$ cat src/rtl/grammar_token_scanner_assert.svh
// assertion macros for the scanner modules, used by the result queue
`ifndef GRAMMAR_TOKEN_SCANNER_ASSERT_SVH
`define GRAMMAR_TOKEN_SCANNER_ASSERT_SVH

// invariant checked at every clock edge outside reset
`define GTS_ASSERT(lbl, prop, msg) \
  lbl: assert property (@(posedge clk_i) disable iff (!rst_ni) (prop)) else $error(msg);

// next-cycle implication checked outside reset
`define GTS_ASSERT_NEXT(lbl, ante, cons, msg) \
  lbl: assert property (@(posedge clk_i) disable iff (!rst_ni) (ante) |=> (cons)) else $error(msg);

`endif

$ cat src/rtl/gts_pkg.sv
// shared types and constants of the grammar token scanner
package gts_pkg;

  localparam int unsigned MaxRes    = 3;
  localparam int unsigned FifoDepth = 8;
  localparam int unsigned PtrW      = $clog2(FifoDepth);
  localparam int unsigned CntW      = $clog2(FifoDepth + 1);
  localparam int unsigned KindW     = 4;
  localparam int unsigned ResCntW   = 2;

  localparam logic [7:0] ChSpace      = 8'h20;
  localparam logic [7:0] ChTab        = 8'h09;
  localparam logic [7:0] ChNewline    = 8'h0A;
  localparam logic [7:0] ChCr         = 8'h0D;
  localparam logic [7:0] ChUnderscore = 8'h5F;
  localparam logic [7:0] ChColon      = 8'h3A;
  localparam logic [7:0] ChEquals     = 8'h3D;
  localparam logic [7:0] ChOpen       = 8'h7B;
  localparam logic [7:0] ChClose      = 8'h7D;
  localparam logic [7:0] ChBar        = 8'h7C;
  localparam logic [7:0] ChSemi       = 8'h3B;
  localparam logic [7:0] ChSquote     = 8'h27;
  localparam logic [7:0] ChDquote     = 8'h22;

  typedef enum logic [2:0] {
    ModeIdle   = 3'd0,
    ModeSpace  = 3'd1,
    ModeIdent  = 3'd2,
    ModeLit    = 3'd3,
    ModeColon1 = 3'd4,
    ModeColon2 = 3'd5
  } scan_mode_e;

  typedef enum logic [KindW-1:0] {
    TkText    = 4'd0,
    TkIdent   = 4'd1,
    TkLit     = 4'd2,
    TkOpen    = 4'd3,
    TkClose   = 4'd4,
    TkBar     = 4'd5,
    TkSemi    = 4'd6,
    TkAssign  = 4'd7,
    TkIllegal = 4'd8,
    TkEnd     = 4'd9
  } tok_kind_e;

  // results of one input transfer, in order
  typedef struct packed {
    logic [ResCntW-1:0]           cnt;
    logic [MaxRes-1:0][KindW-1:0] kind;
    logic [7:0]                   text;
  } dec_res_t;

  typedef struct packed {
    logic [KindW-1:0] kind;
    logic [7:0]       text;
    logic             last;
  } res_entry_t;

endpackage

$ cat src/rtl/gts_decode.sv
// per-byte scan state machine producing up to three results per transfer
module gts_decode (
  input  logic              clk_i,
  input  logic              rst_ni,
  input  logic              fire_i,
  input  logic [7:0]        input_byte_i,
  input  logic              end_of_text_i,
  output gts_pkg::dec_res_t res_o
);

  gts_pkg::scan_mode_e mode_q, mode_d;
  logic                quote_q, quote_d;

  logic                is_alpha, is_digit, is_space_any, is_ident_ch, lit_close;

  // token start decode of the current byte
  logic                st_emit, st_lit, st_dq;
  gts_pkg::tok_kind_e  st_kind;
  gts_pkg::scan_mode_e st_mode;

  logic                use_start;
  logic [1:0]          start_pos;

  assign is_alpha = (input_byte_i >= 8'h61 && input_byte_i <= 8'h7A) ||
                    (input_byte_i >= 8'h41 && input_byte_i <= 8'h5A);
  assign is_digit = input_byte_i >= 8'h30 && input_byte_i <= 8'h39;
  assign is_space_any = (input_byte_i == gts_pkg::ChSpace) ||
                        (input_byte_i >= gts_pkg::ChTab && input_byte_i <= gts_pkg::ChCr);
  assign is_ident_ch = is_alpha || is_digit || (input_byte_i == gts_pkg::ChUnderscore);
  assign lit_close = input_byte_i == (quote_q ? gts_pkg::ChDquote : gts_pkg::ChSquote);

  always_comb begin
    st_emit = 1'b1;
    st_kind = gts_pkg::TkIllegal;
    st_mode = gts_pkg::ModeIdle;
    st_lit  = 1'b0;
    st_dq   = 1'b0;
    unique case (input_byte_i)
      gts_pkg::ChSpace, gts_pkg::ChTab, gts_pkg::ChNewline: begin
        st_emit = 1'b0;
        st_mode = gts_pkg::ModeSpace;
      end
      gts_pkg::ChOpen:  st_kind = gts_pkg::TkOpen;
      gts_pkg::ChClose: st_kind = gts_pkg::TkClose;
      gts_pkg::ChBar:   st_kind = gts_pkg::TkBar;
      gts_pkg::ChSemi:  st_kind = gts_pkg::TkSemi;
      gts_pkg::ChColon: begin
        st_emit = 1'b0;
        st_mode = gts_pkg::ModeColon1;
      end
      gts_pkg::ChSquote: begin
        st_emit = 1'b0;
        st_lit  = 1'b1;
        st_mode = gts_pkg::ModeLit;
      end
      gts_pkg::ChDquote: begin
        st_emit = 1'b0;
        st_lit  = 1'b1;
        st_dq   = 1'b1;
        st_mode = gts_pkg::ModeLit;
      end
      default: begin
        if (is_alpha || input_byte_i == gts_pkg::ChUnderscore) begin
          st_kind = gts_pkg::TkText;
          st_mode = gts_pkg::ModeIdent;
        end
      end
    endcase
  end

  always_comb begin
    res_o      = '0;
    res_o.text = input_byte_i;
    mode_d     = mode_q;
    quote_d    = quote_q;
    use_start  = 1'b0;
    start_pos  = 2'd0;
    if (fire_i) begin
      if (end_of_text_i) begin
        mode_d = gts_pkg::ModeIdle;
        unique case (mode_q)
          gts_pkg::ModeIdent: begin
            res_o.kind[0] = gts_pkg::TkIdent;
            res_o.kind[1] = gts_pkg::TkEnd;
            res_o.cnt     = 2'd2;
          end
          gts_pkg::ModeLit, gts_pkg::ModeColon1: begin
            res_o.kind[0] = gts_pkg::TkIllegal;
            res_o.kind[1] = gts_pkg::TkEnd;
            res_o.cnt     = 2'd2;
          end
          gts_pkg::ModeColon2: begin
            res_o.kind[0] = gts_pkg::TkIllegal;
            res_o.kind[1] = gts_pkg::TkIllegal;
            res_o.kind[2] = gts_pkg::TkEnd;
            res_o.cnt     = 2'd3;
          end
          default: begin
            res_o.kind[0] = gts_pkg::TkEnd;
            res_o.cnt     = 2'd1;
          end
        endcase
      end else begin
        unique case (mode_q)
          gts_pkg::ModeSpace: begin
            use_start = !is_space_any;
          end
          gts_pkg::ModeIdent: begin
            if (is_ident_ch) begin
              res_o.kind[0] = gts_pkg::TkText;
              res_o.cnt     = 2'd1;
            end else begin
              res_o.kind[0] = gts_pkg::TkIdent;
              res_o.cnt     = 2'd1;
              use_start     = 1'b1;
              start_pos     = 2'd1;
            end
          end
          gts_pkg::ModeLit: begin
            res_o.cnt = 2'd1;
            if (lit_close) begin
              res_o.kind[0] = gts_pkg::TkLit;
              mode_d        = gts_pkg::ModeIdle;
            end else begin
              res_o.kind[0] = gts_pkg::TkText;
            end
          end
          gts_pkg::ModeColon1: begin
            if (input_byte_i == gts_pkg::ChColon) begin
              mode_d = gts_pkg::ModeColon2;
            end else begin
              res_o.kind[0] = gts_pkg::TkIllegal;
              res_o.cnt     = 2'd1;
              use_start     = 1'b1;
              start_pos     = 2'd1;
            end
          end
          gts_pkg::ModeColon2: begin
            res_o.cnt = 2'd1;
            if (input_byte_i == gts_pkg::ChEquals) begin
              res_o.kind[0] = gts_pkg::TkAssign;
              mode_d        = gts_pkg::ModeIdle;
            end else if (input_byte_i == gts_pkg::ChColon) begin
              // third colon: flag one, keep the pair pending
              res_o.kind[0] = gts_pkg::TkIllegal;
            end else begin
              res_o.kind[0] = gts_pkg::TkIllegal;
              res_o.kind[1] = gts_pkg::TkIllegal;
              res_o.cnt     = 2'd2;
              use_start     = 1'b1;
              start_pos     = 2'd2;
            end
          end
          default: begin
            use_start = 1'b1;
          end
        endcase
        // breaking byte is rescanned as a token start
        if (use_start) begin
          mode_d = st_mode;
          if (st_lit) begin
            quote_d = st_dq;
          end
          if (st_emit) begin
            res_o.kind[start_pos] = st_kind;
            res_o.cnt             = start_pos + 2'd1;
          end
        end
      end
    end
  end

  always_ff @(posedge clk_i or negedge rst_ni) begin
    if (!rst_ni) begin
      mode_q  <= gts_pkg::ModeIdle;
      quote_q <= 1'b0;
    end else begin
      mode_q  <= mode_d;
      quote_q <= quote_d;
    end
  end

endmodule

$ cat src/rtl/gts_result_fifo.sv
// result queue taking up to three results per cycle and giving one while out_ready_i is high
`include "grammar_token_scanner_assert.svh"
module gts_result_fifo (
  input  logic                clk_i,
  input  logic                rst_ni,
  input  gts_pkg::dec_res_t   res_i,
  output logic                room_o,
  output logic                out_valid_o,
  input  logic                out_ready_i,
  output gts_pkg::res_entry_t out_entry_o
);

  localparam int unsigned PtrW = gts_pkg::PtrW;
  localparam int unsigned CntW = gts_pkg::CntW;

  gts_pkg::res_entry_t mem_q [gts_pkg::FifoDepth];
  logic [PtrW-1:0]     wr_ptr_q, wr_ptr_d, rd_ptr_q, rd_ptr_d;
  logic [CntW-1:0]     cnt_q, cnt_d;
  logic                pop;
  gts_pkg::res_entry_t wr_entry [gts_pkg::MaxRes];

  assign room_o      = cnt_q <= CntW'(gts_pkg::FifoDepth - gts_pkg::MaxRes);
  assign out_valid_o = cnt_q != '0;
  assign pop         = out_valid_o && out_ready_i;
  assign out_entry_o = mem_q[rd_ptr_q];

  always_comb begin
    for (int i = 0; i < gts_pkg::MaxRes; i++) begin
      wr_entry[i].kind = res_i.kind[i];
      wr_entry[i].text = (res_i.kind[i] == gts_pkg::TkText) ? res_i.text : 8'h00;
      wr_entry[i].last = (gts_pkg::ResCntW'(i) + 2'd1) == res_i.cnt;
    end
    wr_ptr_d = wr_ptr_q + PtrW'(res_i.cnt);
    rd_ptr_d = rd_ptr_q + PtrW'(pop);
    cnt_d    = cnt_q + CntW'(res_i.cnt) - CntW'(pop);
  end

  always_ff @(posedge clk_i) begin
    for (int i = 0; i < gts_pkg::MaxRes; i++) begin
      if (gts_pkg::ResCntW'(i) < res_i.cnt) begin
        mem_q[wr_ptr_q + PtrW'(i)] <= wr_entry[i];
      end
    end
  end

  always_ff @(posedge clk_i or negedge rst_ni) begin
    if (!rst_ni) begin
      wr_ptr_q <= '0;
      rd_ptr_q <= '0;
      cnt_q    <= '0;
    end else begin
      wr_ptr_q <= wr_ptr_d;
      rd_ptr_q <= rd_ptr_d;
      cnt_q    <= cnt_d;
    end
  end

  `GTS_ASSERT(a_cnt_bound, cnt_q <= CntW'(gts_pkg::FifoDepth), "result queue overflow")
  `GTS_ASSERT_NEXT(a_push_only_with_room, res_i.cnt != '0 && !pop, cnt_q == $past(cnt_q) + CntW'($past(res_i.cnt)), "push count lost")
  `GTS_ASSERT_NEXT(a_pop_drains, pop && res_i.cnt == '0, cnt_q == $past(cnt_q) - CntW'(1), "pop count lost")
  `GTS_ASSERT(a_ptr_gap, wr_ptr_q == rd_ptr_q + PtrW'(cnt_q), "pointers disagree with fill count")

endmodule

$ cat src/rtl/grammar_token_scanner.sv
// grammar_token_scanner: streaming tokenizer for grammar text
//
// Input channel (in_valid_i/in_ready_o): one byte of text per transfer, or a
// transfer with end_of_text_i set that flushes any pending token and emits
// the end token. Output channel (out_valid_o/out_ready_i): one result per
// transfer (token_kind_o, text_byte_o, last_of_run_o); last_of_run_o marks
// the final result caused by an input byte. Bytes that cause no result
// (whitespace, a quote, a first colon) produce no output transfer.
// The first result of a byte is written into the result queue at its input
// transfer and offered once the results ahead of it have left. One input
// byte is taken every cycle while in_ready_o is high; results leave at one
// per cycle while out_ready_i is high. The scan state updates in the same
// cycle as the input transfer, and results go into an 8-entry result queue;
// in_ready_o is high while at least three entries are free, so a stalled
// receiver holds input once more than five entries are taken. Reset returns
// the scanner to between tokens and empties the queue.
module grammar_token_scanner (
  input  logic       clk_i,
  input  logic       rst_ni,
  input  logic       in_valid_i,
  output logic       in_ready_o,
  input  logic [7:0] input_byte_i,
  input  logic       end_of_text_i,
  output logic       out_valid_o,
  input  logic       out_ready_i,
  output logic [3:0] token_kind_o,
  output logic [7:0] text_byte_o,
  output logic       last_of_run_o
);

  logic                in_fire;
  gts_pkg::dec_res_t   dec_res;
  gts_pkg::res_entry_t out_entry;

  assign in_fire = in_valid_i && in_ready_o;

  gts_decode u_decode (
    .clk_i         (clk_i),
    .rst_ni        (rst_ni),
    .fire_i        (in_fire),
    .input_byte_i  (input_byte_i),
    .end_of_text_i (end_of_text_i),
    .res_o         (dec_res)
  );

  gts_result_fifo u_result_fifo (
    .clk_i       (clk_i),
    .rst_ni      (rst_ni),
    .res_i       (dec_res),
    .room_o      (in_ready_o),
    .out_valid_o (out_valid_o),
    .out_ready_i (out_ready_i),
    .out_entry_o (out_entry)
  );

  assign token_kind_o  = out_entry.kind;
  assign text_byte_o   = out_entry.text;
  assign last_of_run_o = out_entry.last;

endmodule
$ cat config.mk
export PLATFORM = sky130hd
export DESIGN_NAME = grammar_token_scanner
export DESIGN_NICKNAME = d
export VERILOG_FILES = /design/src/rtl/gts_pkg.sv /design/src/rtl/gts_decode.sv /design/src/rtl/gts_result_fifo.sv /design/src/rtl/grammar_token_scanner.sv
export VERILOG_INCLUDE_DIRS = /design/src /design/src/rtl
export SDC_FILE = /design/constraint.sdc
export NUM_CORES = 1
export LEC_CHECK = 0
export ABC_AREA = 1
export CAP_MARGIN = 5
export CORE_MARGIN = 5
export CORE_UTILIZATION = 50
export CTS_CLUSTER_DIAMETER = 30
export DETAILED_ROUTE_END_ITERATION = 7
export DONT_BUFFER_PORTS = 1
export PLACE_DENSITY = 0.71
export SKIP_LAST_GASP = 1
export SYNTH_ARGS = -nofsm -noshare
export SYNTH_HDL_FRONTEND = slang
export SYNTH_SLANG_ARGS = --single-unit
$ cat constraint.sdc
create_clock -name clk_i -period 10 [get_ports clk_i]
set_input_delay 0 -clock clk_i [delete_from_list [all_inputs] [get_ports clk_i]]
set_output_delay 0 -clock clk_i [all_outputs]
set_load 0.02 [all_outputs]
## After elaboration in Yosys (flattened, before gate mapping)

Memory sizes are Yosys's and may differ from the RTL's.
Cells that the tools add are included.

- Input bits: 13
- Flip-flop bits (word level): 14
- Output and inout port bits: 15
- Word-level logic and storage cells: 139
- RAM bits: 104
- Memories: 1

Memories:

| name | words | width | read ports | clocked after Yosys merged registers in | wr ports | RTL line | RTL |
|---|---|---|---|---|---|---|---|
| u_result_fifo.mem_q | 8 | 13 | 1 | 0 | 3 | gts_result_fifo.sv:16 | `gts_pkg::res_entry_t mem_q [gts_pkg::FifoDepth];` |

- Equality and inequality tests: 24
- $lt $le $gt $ge: 14
- Mux-type cells: 60
- $add $sub $neg: 7
- Bitwise operators: 1
- Reduce and logical (&&, ||, !) cells: 27

Operator list:

| cell | count |
|---|---|
| two-way mux 14 bit | 4 |
| == test 8 x 6 -> 1 bit (second input constant) | 6 |
| two-way mux 4 bit | 11 |
| == test 8 x 7 -> 1 bit (second input constant) | 4 |
| two-way mux 8 bit | 3 |
| case mux 4 bit (5 select lines) | 1 |
| two-way mux 3 bit | 6 |
| == test 8 x 4 -> 1 bit (second input constant) | 2 |
| greater-or-equal comparator 8 x 7 -> 1 bit (second input constant) | 2 |
| less-or-equal comparator 8 x 7 -> 1 bit (second input constant) | 2 |
| two-way mux 1 bit | 16 |
| two-way mux 2 bit | 8 |
| case mux 4 bit (2 select lines) | 2 |
| case mux 4 bit (4 select lines) | 1 |
| bitwise mux 12 bit | 1 |
| zero test 4 bit | 3 |
| != test 4 x 2 -> 1 bit (second input constant) | 3 |
| case mux 2 bit (3 select lines) | 2 |
| case mux 3 bit (4 select lines) | 1 |
| case mux 3 bit (3 select lines) | 1 |
| OR reduction 3 bit | 3 |
| demux 4 bit (select 2 bit) | 1 |
| == test 8 bit | 1 |
| greater-or-equal comparator 8 x 4 -> 1 bit (second input constant) | 1 |
| other kinds (33) | 48 |

## Longest topological paths before layout

Gate-level depths: netlist (run 1).

- Depth in word-level cells: 21
- Depth in mapped cells: 20
- Mapped depth without buffers: 19

## Hierarchy

Synthesis (run 1) repeated with hierarchy kept, for this count alone.

- Cells, all modules: 1243
- Area, all modules: 8709.6 um^2

Modules (own cells, without submodules):

| module | times used | area each (um^2) | cells each |
|---|---|---|---|
| gts_result_fifo | 1 | 7537.2 | 1029 |
| gts_decode | 1 | 1164.9 | 212 |
| grammar_token_scanner | 1 | 7.5 | 2 |

## Worst setup path before layout (run 1)

OpenSTA, ideal clock, no wires.

- Kind: flip-flop to flip-flop
- From: register u_decode.mode_q[2]
- To: memory u_result_fifo.mem_q[1][0] (netlist bit), enable pin
- Stages on the path, launching flop included: 16
- Slack: 6.717 ns
- Arrival time: 2.882 ns
- Path buffers: 0
- Library setup time: 0.401 ns
- Data required time: 9.599 ns
- Cell sequence: dfrtp_1 inv_1 nand2_1 inv_1 nand2_1 a21oi_1 a21boi_4 ha_1 inv_1 nand2_1 nand3_2 nand2_1 nand2_4 nand2_1 inv_1 o21ai_0

RTL lines:

| item | RTL line | RTL |
|---|---|---|
| start: declaration | gts_decode.sv:11 | `gts_pkg::scan_mode_e mode_q, mode_d;` |
| start signal: assignment | gts_decode.sv:175 | `mode_q <= gts_pkg::ModeIdle;` |
| start signal: assignment | gts_decode.sv:178 | `mode_q <= mode_d;` |
| end: declaration | gts_result_fifo.sv:16 |  |

==> reports/qor.yml, run 1 <==
relSlewSlack: 0.2621
die_area_um2: 18790
grtUsageMet2: 0.4728
grt_busiest_layer: "met2"
cts_htree_levels: 4
grt_pass1_wl_mm: 43.38
port_buffers: 0
synth_area_um2: 8074
power_density_nw_per_um2: 329.4
holdWs_ns: 0.04382
grt_max_degree: 54
yosysMostFrequentCell: "nand2_1"
cts_hold_buffers: 6
p_leak_nw: 3.900
required_ns: 10.05
fp.dieH_um: 137.1
reg2reg_to: "u_result_fifo.mem_q[7][5]"
dp_hpwl_mm: 20.22
syn2layout_area_growth_pct: 8.942
vias_per_cell: 6.043
start_util: 0.5083
drv_cap: 0
routed_wirelength_mm: 28.30
worst_ir_drop_vdd_mv: 0.2225
startpoint_type: "flop"
worstPathArrival_ns: 3.97
final-hold-violation-count: 0
crit_path_end: "u_result_fifo.mem_q[7][5]"
vias: 7929
synth_edf_count: 104
tns_ns: 0
crit_fanout: 14
fin_crit_sh: 0.3922
ant_nets: 0
fin_skew_ns: 0.01542
antenna_found_initial: 0
r2r_cells: 15
syn_nets: 1129
ys_types: 43
synth_area_leaders: "edfxtp_1 39%, nand2_1 13%, nor2_1 9.9%"
hold_path.class: "in -> reg"
min_period_ns: 3.922
fmax_mhz: 255.0
cp-end-kind: "flop"
track_usage: 0.3134
fin_nets: 1112
ctsResizeCount: 0
layout-drive-gt1-share: 0.07391
cts_buffers: 17
synth-seq-cells: 118
use_met3: 0.1099
final_area_um2: 8796
clk_latency_ns: 0.42
grt_use_met1: 0.4015
final_cells: 1312
cts_setup_buffers: 0
placed_area_um2: 8155
synth-warning-count: 0
fillers: 1535
startpoint: "u_decode.mode_q[2]"
boundaryPins: 28
synth.avg_cell_area_um2: 7.340
grt_pass1_vias: 7403
synth.top_cell.area_share: 0.3868
first_pass_iters: 6
slew_viol_final: 0
path_clk_slew_ns: 0.06
grt-ovfl-total: 0
async_reset_ff_frac: 0.1186
tightest_slew_ns: 1.100
synthTopCellsByCount: "275 x nand2_1, 213 x nor2_1, 104 x edfxtp_1"
drtIter0Drc: 1334
ff2ff_setup_slack_ns: 6.08
clock-sinks: 118
ys_seq_area_frac: 0.4302
rsz0062_at_grt: "false"
cts_root_buffer: "clkbuf_16"
dp_cells: 1273
r2r_start: "u_decode.mode_q[2]"
setup_violations: 0
power.total_mw: 2.897
gp_congestion: 1.008
diodes: 0
status: "finished, final reports clean"
netlist_instances: 1100
yosysTopAreaCell: "edfxtp_1"
worst-setup-path-type: "reg -> reg"
ctsLongestPathBuffers: 2
cts_tree: "built"
drc_errors: 0
core_um2: 15890
rows: 46
ys.flop_type: "edfxtp_1"
wl_per_cell_um: 21.57
die_w_um: 137.1
flip-flops by register name, indices dropped and copies added, names as in the netlist:
name / count
u_result_fifo.rd_ptr_q: 3
u_result_fifo.mem_q: 104
u_decode.mode_q: 3
u_result_fifo.cnt_q: 4
u_decode.quote_q: 1
u_result_fifo.wr_ptr_q: 3
cells in the final DEF, fill, tap and decap left out, types with 9 or more instances in the layout:
cell type,count
a21oi_1,72
edfxtp_1,104
o21ai_0,77
o22ai_1,20
a31oi_1,14
nor3_1,10
inv_2,9
nand2_2,13
clkbuf_16,17
nand2_1,275
o211ai_1,12
inv_1,76
nor2_2,11
nor2_1,213
nand3_1,64
dfrtp_1,14
nand4_1,15
ha_1,14
routing by layer:
metal | part of all wire | vias up
met5 | 0 | -
met4 | 0.050 | 0
met3 | 0.12 | 121
met2 | 0.45 | 536
met1 | 0.38 | 3620
li1 | - | 3652
report_power, final:
part	internal (mW)	leakage (nW)	switching, mW	total [mW]
sequential	0.741	1.12	0.0740	0.815
combinational	0.376	2.50	1.10	1.47
clock	0.388	0.277	0.223	0.610
total	1.50	3.90	1.39	2.90
logic make-up (layout without fill, tap and decap cells):
kind of cell	after synthesis	count (layout)	synth area share
AND/OR/NAND/NOR	615	615	0.3208
AO/OA/AOI/OAI	209	209	0.1472
buffers and inverters	137	133	0.06973
flip-flops	118	118	0.4302
adder cells (fa/ha/maj)	16	16	0.02665
XOR/XNOR	5	5	0.005425
worst max-delay path, stage by stage (launching register included):
cell      delay, ns
dfrtp_1        0.39
inv_1          0.07
nand2_1        0.12
inv_1          0.10
nand2_1        0.05
a21oi_1        0.27
a21boi_4       0.13
ha_1           0.29
inv_1          0.03
nand2_1        0.07
nand3_2        0.10
a21oi_4        0.28
nand2_1        0.08
nor2_1         0.64
nor2_1         0.39
nand2_1        0.53
per-stage QoR:
step	utilization	worst slack, ns
after floorplan	-	6.717
after global placement	0.5134	6.269
after detailed placement	0.5134	6.201
after CTS	0.5532	6.159
after global routing	0.5537	5.755
final	0.5537	6.078
cell type report:
cell class	count	area (um^2)	area share
Clock buffer	21	440.4	0.05007
Multi-Input combinational cell	845	4038	0.4590
Sequential cell	118	3473	0.3949
Tap cell	216	270.3	0.03073
Inverter	89	336.6	0.03826
Clock inverter	11	132.6	0.01508
Timing Repair Buffer	12	105.1	0.01195
worst min path at each step:
stage	start	to	slack, ns	cells past startpoint
after floorplan	rst_ni	u_decode.mode_q[0]	-0.30	0
after global placement	rst_ni	u_decode.mode_q[2]	-0.30	0
after detailed placement	rst_ni	u_decode.mode_q[2]	-0.30	0
after CTS	input_byte_i[4]	u_result_fifo.mem_q[5][5]	0.01	4
after global routing	input_byte_i[4]	u_result_fifo.mem_q[5][5]	0.05	4
final	end_of_text_i	u_decode.mode_q[0]	0.04	5
(Power assumes the default switching activity.)
==> inputs of run 2 (changes only) <==
--- a/config.mk
+++ b/config.mk
@@ -13,7 +13,7 @@
 export CTS_CLUSTER_DIAMETER = 30
 export DETAILED_ROUTE_END_ITERATION = 7
 export DONT_BUFFER_PORTS = 1
-export PLACE_DENSITY = 0.71
+export PLACE_DENSITY = 0.74
 export SKIP_LAST_GASP = 1
 export SYNTH_ARGS = -nofsm -noshare
 export SYNTH_HDL_FRONTEND = slang
==> constraint.sdc (replaced) <==
create_clock -name clk_i -period 3.6 [get_ports clk_i]
set_input_delay 0 -clock clk_i [delete_from_list [all_inputs] [get_ports clk_i]]
set_output_delay 0 -clock clk_i [all_outputs]
set_load 0.02 [all_outputs]
==> run 2 against run 1 <==
Clock skew shrank 0.0036 ns. Largest power group unchanged. Setup slack got worse by 5.8 ns. Flip-flop and latch count unchanged. Critical path type unchanged. Non-clock buffer count rose by 38. Critical endpoint is now u_result_fifo.mem_q[1][1]. Largest cell class unchanged. Die area unchanged. Sequential share of layout area decreased by 1.5 points.
==> reports/qor.yml, run 2 (synthesis gave the netlist of run 1 again) <==
worst_ir_drop_vdd_mv: 0.5313  # was 0.2225 mV
ff2ff_setup_slack_ns: 0.25  # was 6.08 ns
fmax_mhz: 298.7  # was 255.0 MHz
boundaryPins: 28  # unchanged
cp-end-kind: "flop"  # unchanged
crit_fanout: 6  # was 14
ant_nets: 0  # unchanged
reg_top3: "u_result_fifo.mem_q (104), u_result_fifo.cnt_q (4)"  # unchanged
worst-setup-path-type: "reg -> reg"  # unchanged
grt-ovfl-total: 0  # unchanged
antenna_found_initial: 1  # was 0
rows: 46  # unchanged
die_area_um2: 18790  # unchanged
largest-register: "u_result_fifo.mem_q"  # unchanged
slowest_delay_ns: 0.37  # was 0.64 ns
grt_pass1_wl_mm: 42.33  # was 43.38 mm
wl_per_cell_um: 20.79  # was 21.57 um
die_w_um: 137.1  # unchanged
layout_commonest_cell: "nand2_1"  # unchanged
path_clk_slew_ns: 0.06  # about the same
routed_wirelength_mm: 28.06  # was 28.30 mm
setup_violations: 0  # unchanged
cts_buffers: 17  # unchanged
grt_pass1_vias: 7331  # was 7,403
start_util: 0.5083  # unchanged
first_pass_iters: 7  # was 6
vias: 8020  # was 7,929
port_buffers: 0  # unchanged
final_core_util: 0.5759  # was 0.5537
clk_latency_ns: 0.42  # about the same
drc_errors: 0  # unchanged
syn2layout_area_growth_pct: 13.30  # was 8.942%
cp_num_buf_inv: 5  # was 3
dp_hpwl_mm: 19.97  # was 20.22 mm
p_leak_nw: 4.094  # was 3.900 nW
cts_tree: "built"  # unchanged
diodes: 0  # unchanged
clock-sinks: 118  # unchanged
layout-drive-gt1-share: 0.1111  # was 0.07391
final-hold-violation-count: 0  # unchanged
final_cells: 1350  # was 1,312
status: "finished, final reports clean"  # unchanged
min_period_ns: 3.348  # was 3.922 ns
slew_viol_final: 0  # unchanged
fp.dieH_um: 137.1  # unchanged
fillers: 1491  # was 1,535
final_cell_mix: "275 x nand2_1, 213 x nor2_1, 104 x edfxtp_1"  # unchanged
grt_max_degree: 53  # was 54
crit_path_frequent_cell: "nand2_1"  # unchanged
critPathTopFamily: "simple AND/OR/NAND/NOR gates"  # unchanged
drv_cap: 0  # unchanged
core_um2: 15890  # unchanged
startpoint_type: "flop"  # unchanged
power_density_nw_per_um2: 899.3  # was 329.4 nW/um^2
fin_skew_ns: 0.01180  # was 0.01542 ns
drtIter0Drc: 1268  # was 1,334
ctsLongestPathBuffers: 2  # unchanged
dp_cells: 1311  # was 1,273
worstPathArrival_ns: 3.64  # was 3.97 ns
fin_nets: 1150  # was 1,112
crit_slowest_cell: "dfrtp_1"  # was nor2_1
tightest_slew_ns: 0.9184  # was 1.100 ns
hold_path.class: "in -> reg"  # unchanged
required_ns: 3.89  # was 10.05 ns
tns_ns: 0  # unchanged
vias_per_cell: 5.941  # was 6.043
cts_htree_levels: 4  # unchanged
fin_crit_sh: 0.9299  # was 0.3922
relSlewSlack: 0.3830  # was 0.2621
gp_congestion: 1.014  # was 1.008
largest_reg_flops: 104  # unchanged
track_usage: 0.3056  # was 0.3134
rsz0062_at_grt: "true"  # was false
cts_root_buffer: "clkbuf_16"  # unchanged
cp_cell_sequence: "inv_1 > nand2_1 > inv_1 > nand2_1 > inv_1 > nand2_2 > a21boi_4 > ha_1 > inv_1 > nor2_1 > nand2_1 > nand2_1 > nand3_1 > nand2_1 > nand3_4 > nor2_2 > buf_4 > nand2_1 > nand2_1"  # was inv_1 > nand2_1 > inv_1 > nand2_1 > a21oi_1 > a21boi_4 > ha_1 > inv_1 > nand2_1 > nand3_2 > a21oi_4 > nand2_1 > nor2_1 > nor2_1 > nand2_1
## run 2: cell types whose count changed in the layout (fill, tap and decap cells not counted), moves of 2 or more
cell	previous run	this run
buf_4	6	44
clkbuf_1	4	0
clkinv_1	6	4
clkinv_2	3	1
clkinv_4	1	3
clkinvlp_4	1	5
inv_6	0	2
## run 2: area by class of cell
| cell class | count | area (um^2) | share of cell area |
|---|---|---|---|
| tap | 216 | 270.3 | 0.02954 |
| inverter | 89 | 340.3 | 0.03720 |
| sequential | 118 | 3473 | 0.3797 |
| clock buffer | 17 | 425.4 | 0.04651 |
| multi-input combinational | 845 | 4045 | 0.4422 |
| clock inverter | 15 | 202.7 | 0.02216 |
| timing repair buffer | 50 | 390.4 | 0.04268 |
## run 2: path summary, 6_finish.rpt
kind                                                 from                        end  cells after the start
min in group asynchronous                          rst_ni         u_decode.mode_q[1]                      1
worst max-delay path                   u_decode.mode_q[1]  u_result_fifo.mem_q[1][1]                     19
worst max register to register         u_decode.mode_q[1]  u_result_fifo.mem_q[1][1]                     19
worst min register to register  u_result_fifo.rd_ptr_q[2]  u_result_fifo.rd_ptr_q[2]                      1
worst min-delay path                        end_of_text_i         u_decode.mode_q[0]                      5
max in group asynchronous                          rst_ni  u_result_fifo.rd_ptr_q[2]                      1
## run 2: repair_timing
action,in CTS,in global routing
setup buffers,0,1
gates resized for setup,0,2
endpoints found under the setup margin,0,14
endpoints found under the hold margin,17,0
hold buffers,6,0
## run 2: through the flow
step                      cell area (um^2)  hold WS (ns)  total power [mW]  setup WS, ns
after floorplan                       8074       -0.2956             5.016        0.3170
after global placement                8441       -0.2951             6.230        0.4822
after detailed placement              8441       -0.2953             6.305        0.3994
after CTS                             9129       0.02833             8.116        0.3651
after global routing                  9148       0.06503             8.675     -0.004869
final                                 9148       0.05248             8.227        0.2523
## run 2: metal layers
layer	vias to the layer above	track usage	routed length, um
li1	3737	-	-
met1	3643	0.4107	10770
met2	545	0.4512	12120
met3	93	0.1099	4051
met4	2	0.1186	1102
met5	-	0	15
## run 2: where the power goes
part	total [mW]	switching, mW	internal [mW]	leakage (nW)
combinational	4.19	3.03	1.16	2.68
clock	1.81	0.646	1.16	0.294
sequential	2.23	0.177	2.06	1.12
total	8.23	3.86	4.37	4.09
## run 2: worst reg2reg max path, delay by kind of cell, from the launching register on
| family | cells | cell delay (ns) |
|---|---|---|
| simple gates | 12 | 1.94 |
| buf+inv | 5 | 0.46 |
| flops | 1 | 0.37 |
| compound gates | 1 | 0.25 |
| fa+ha+maj | 1 | 0.18 |
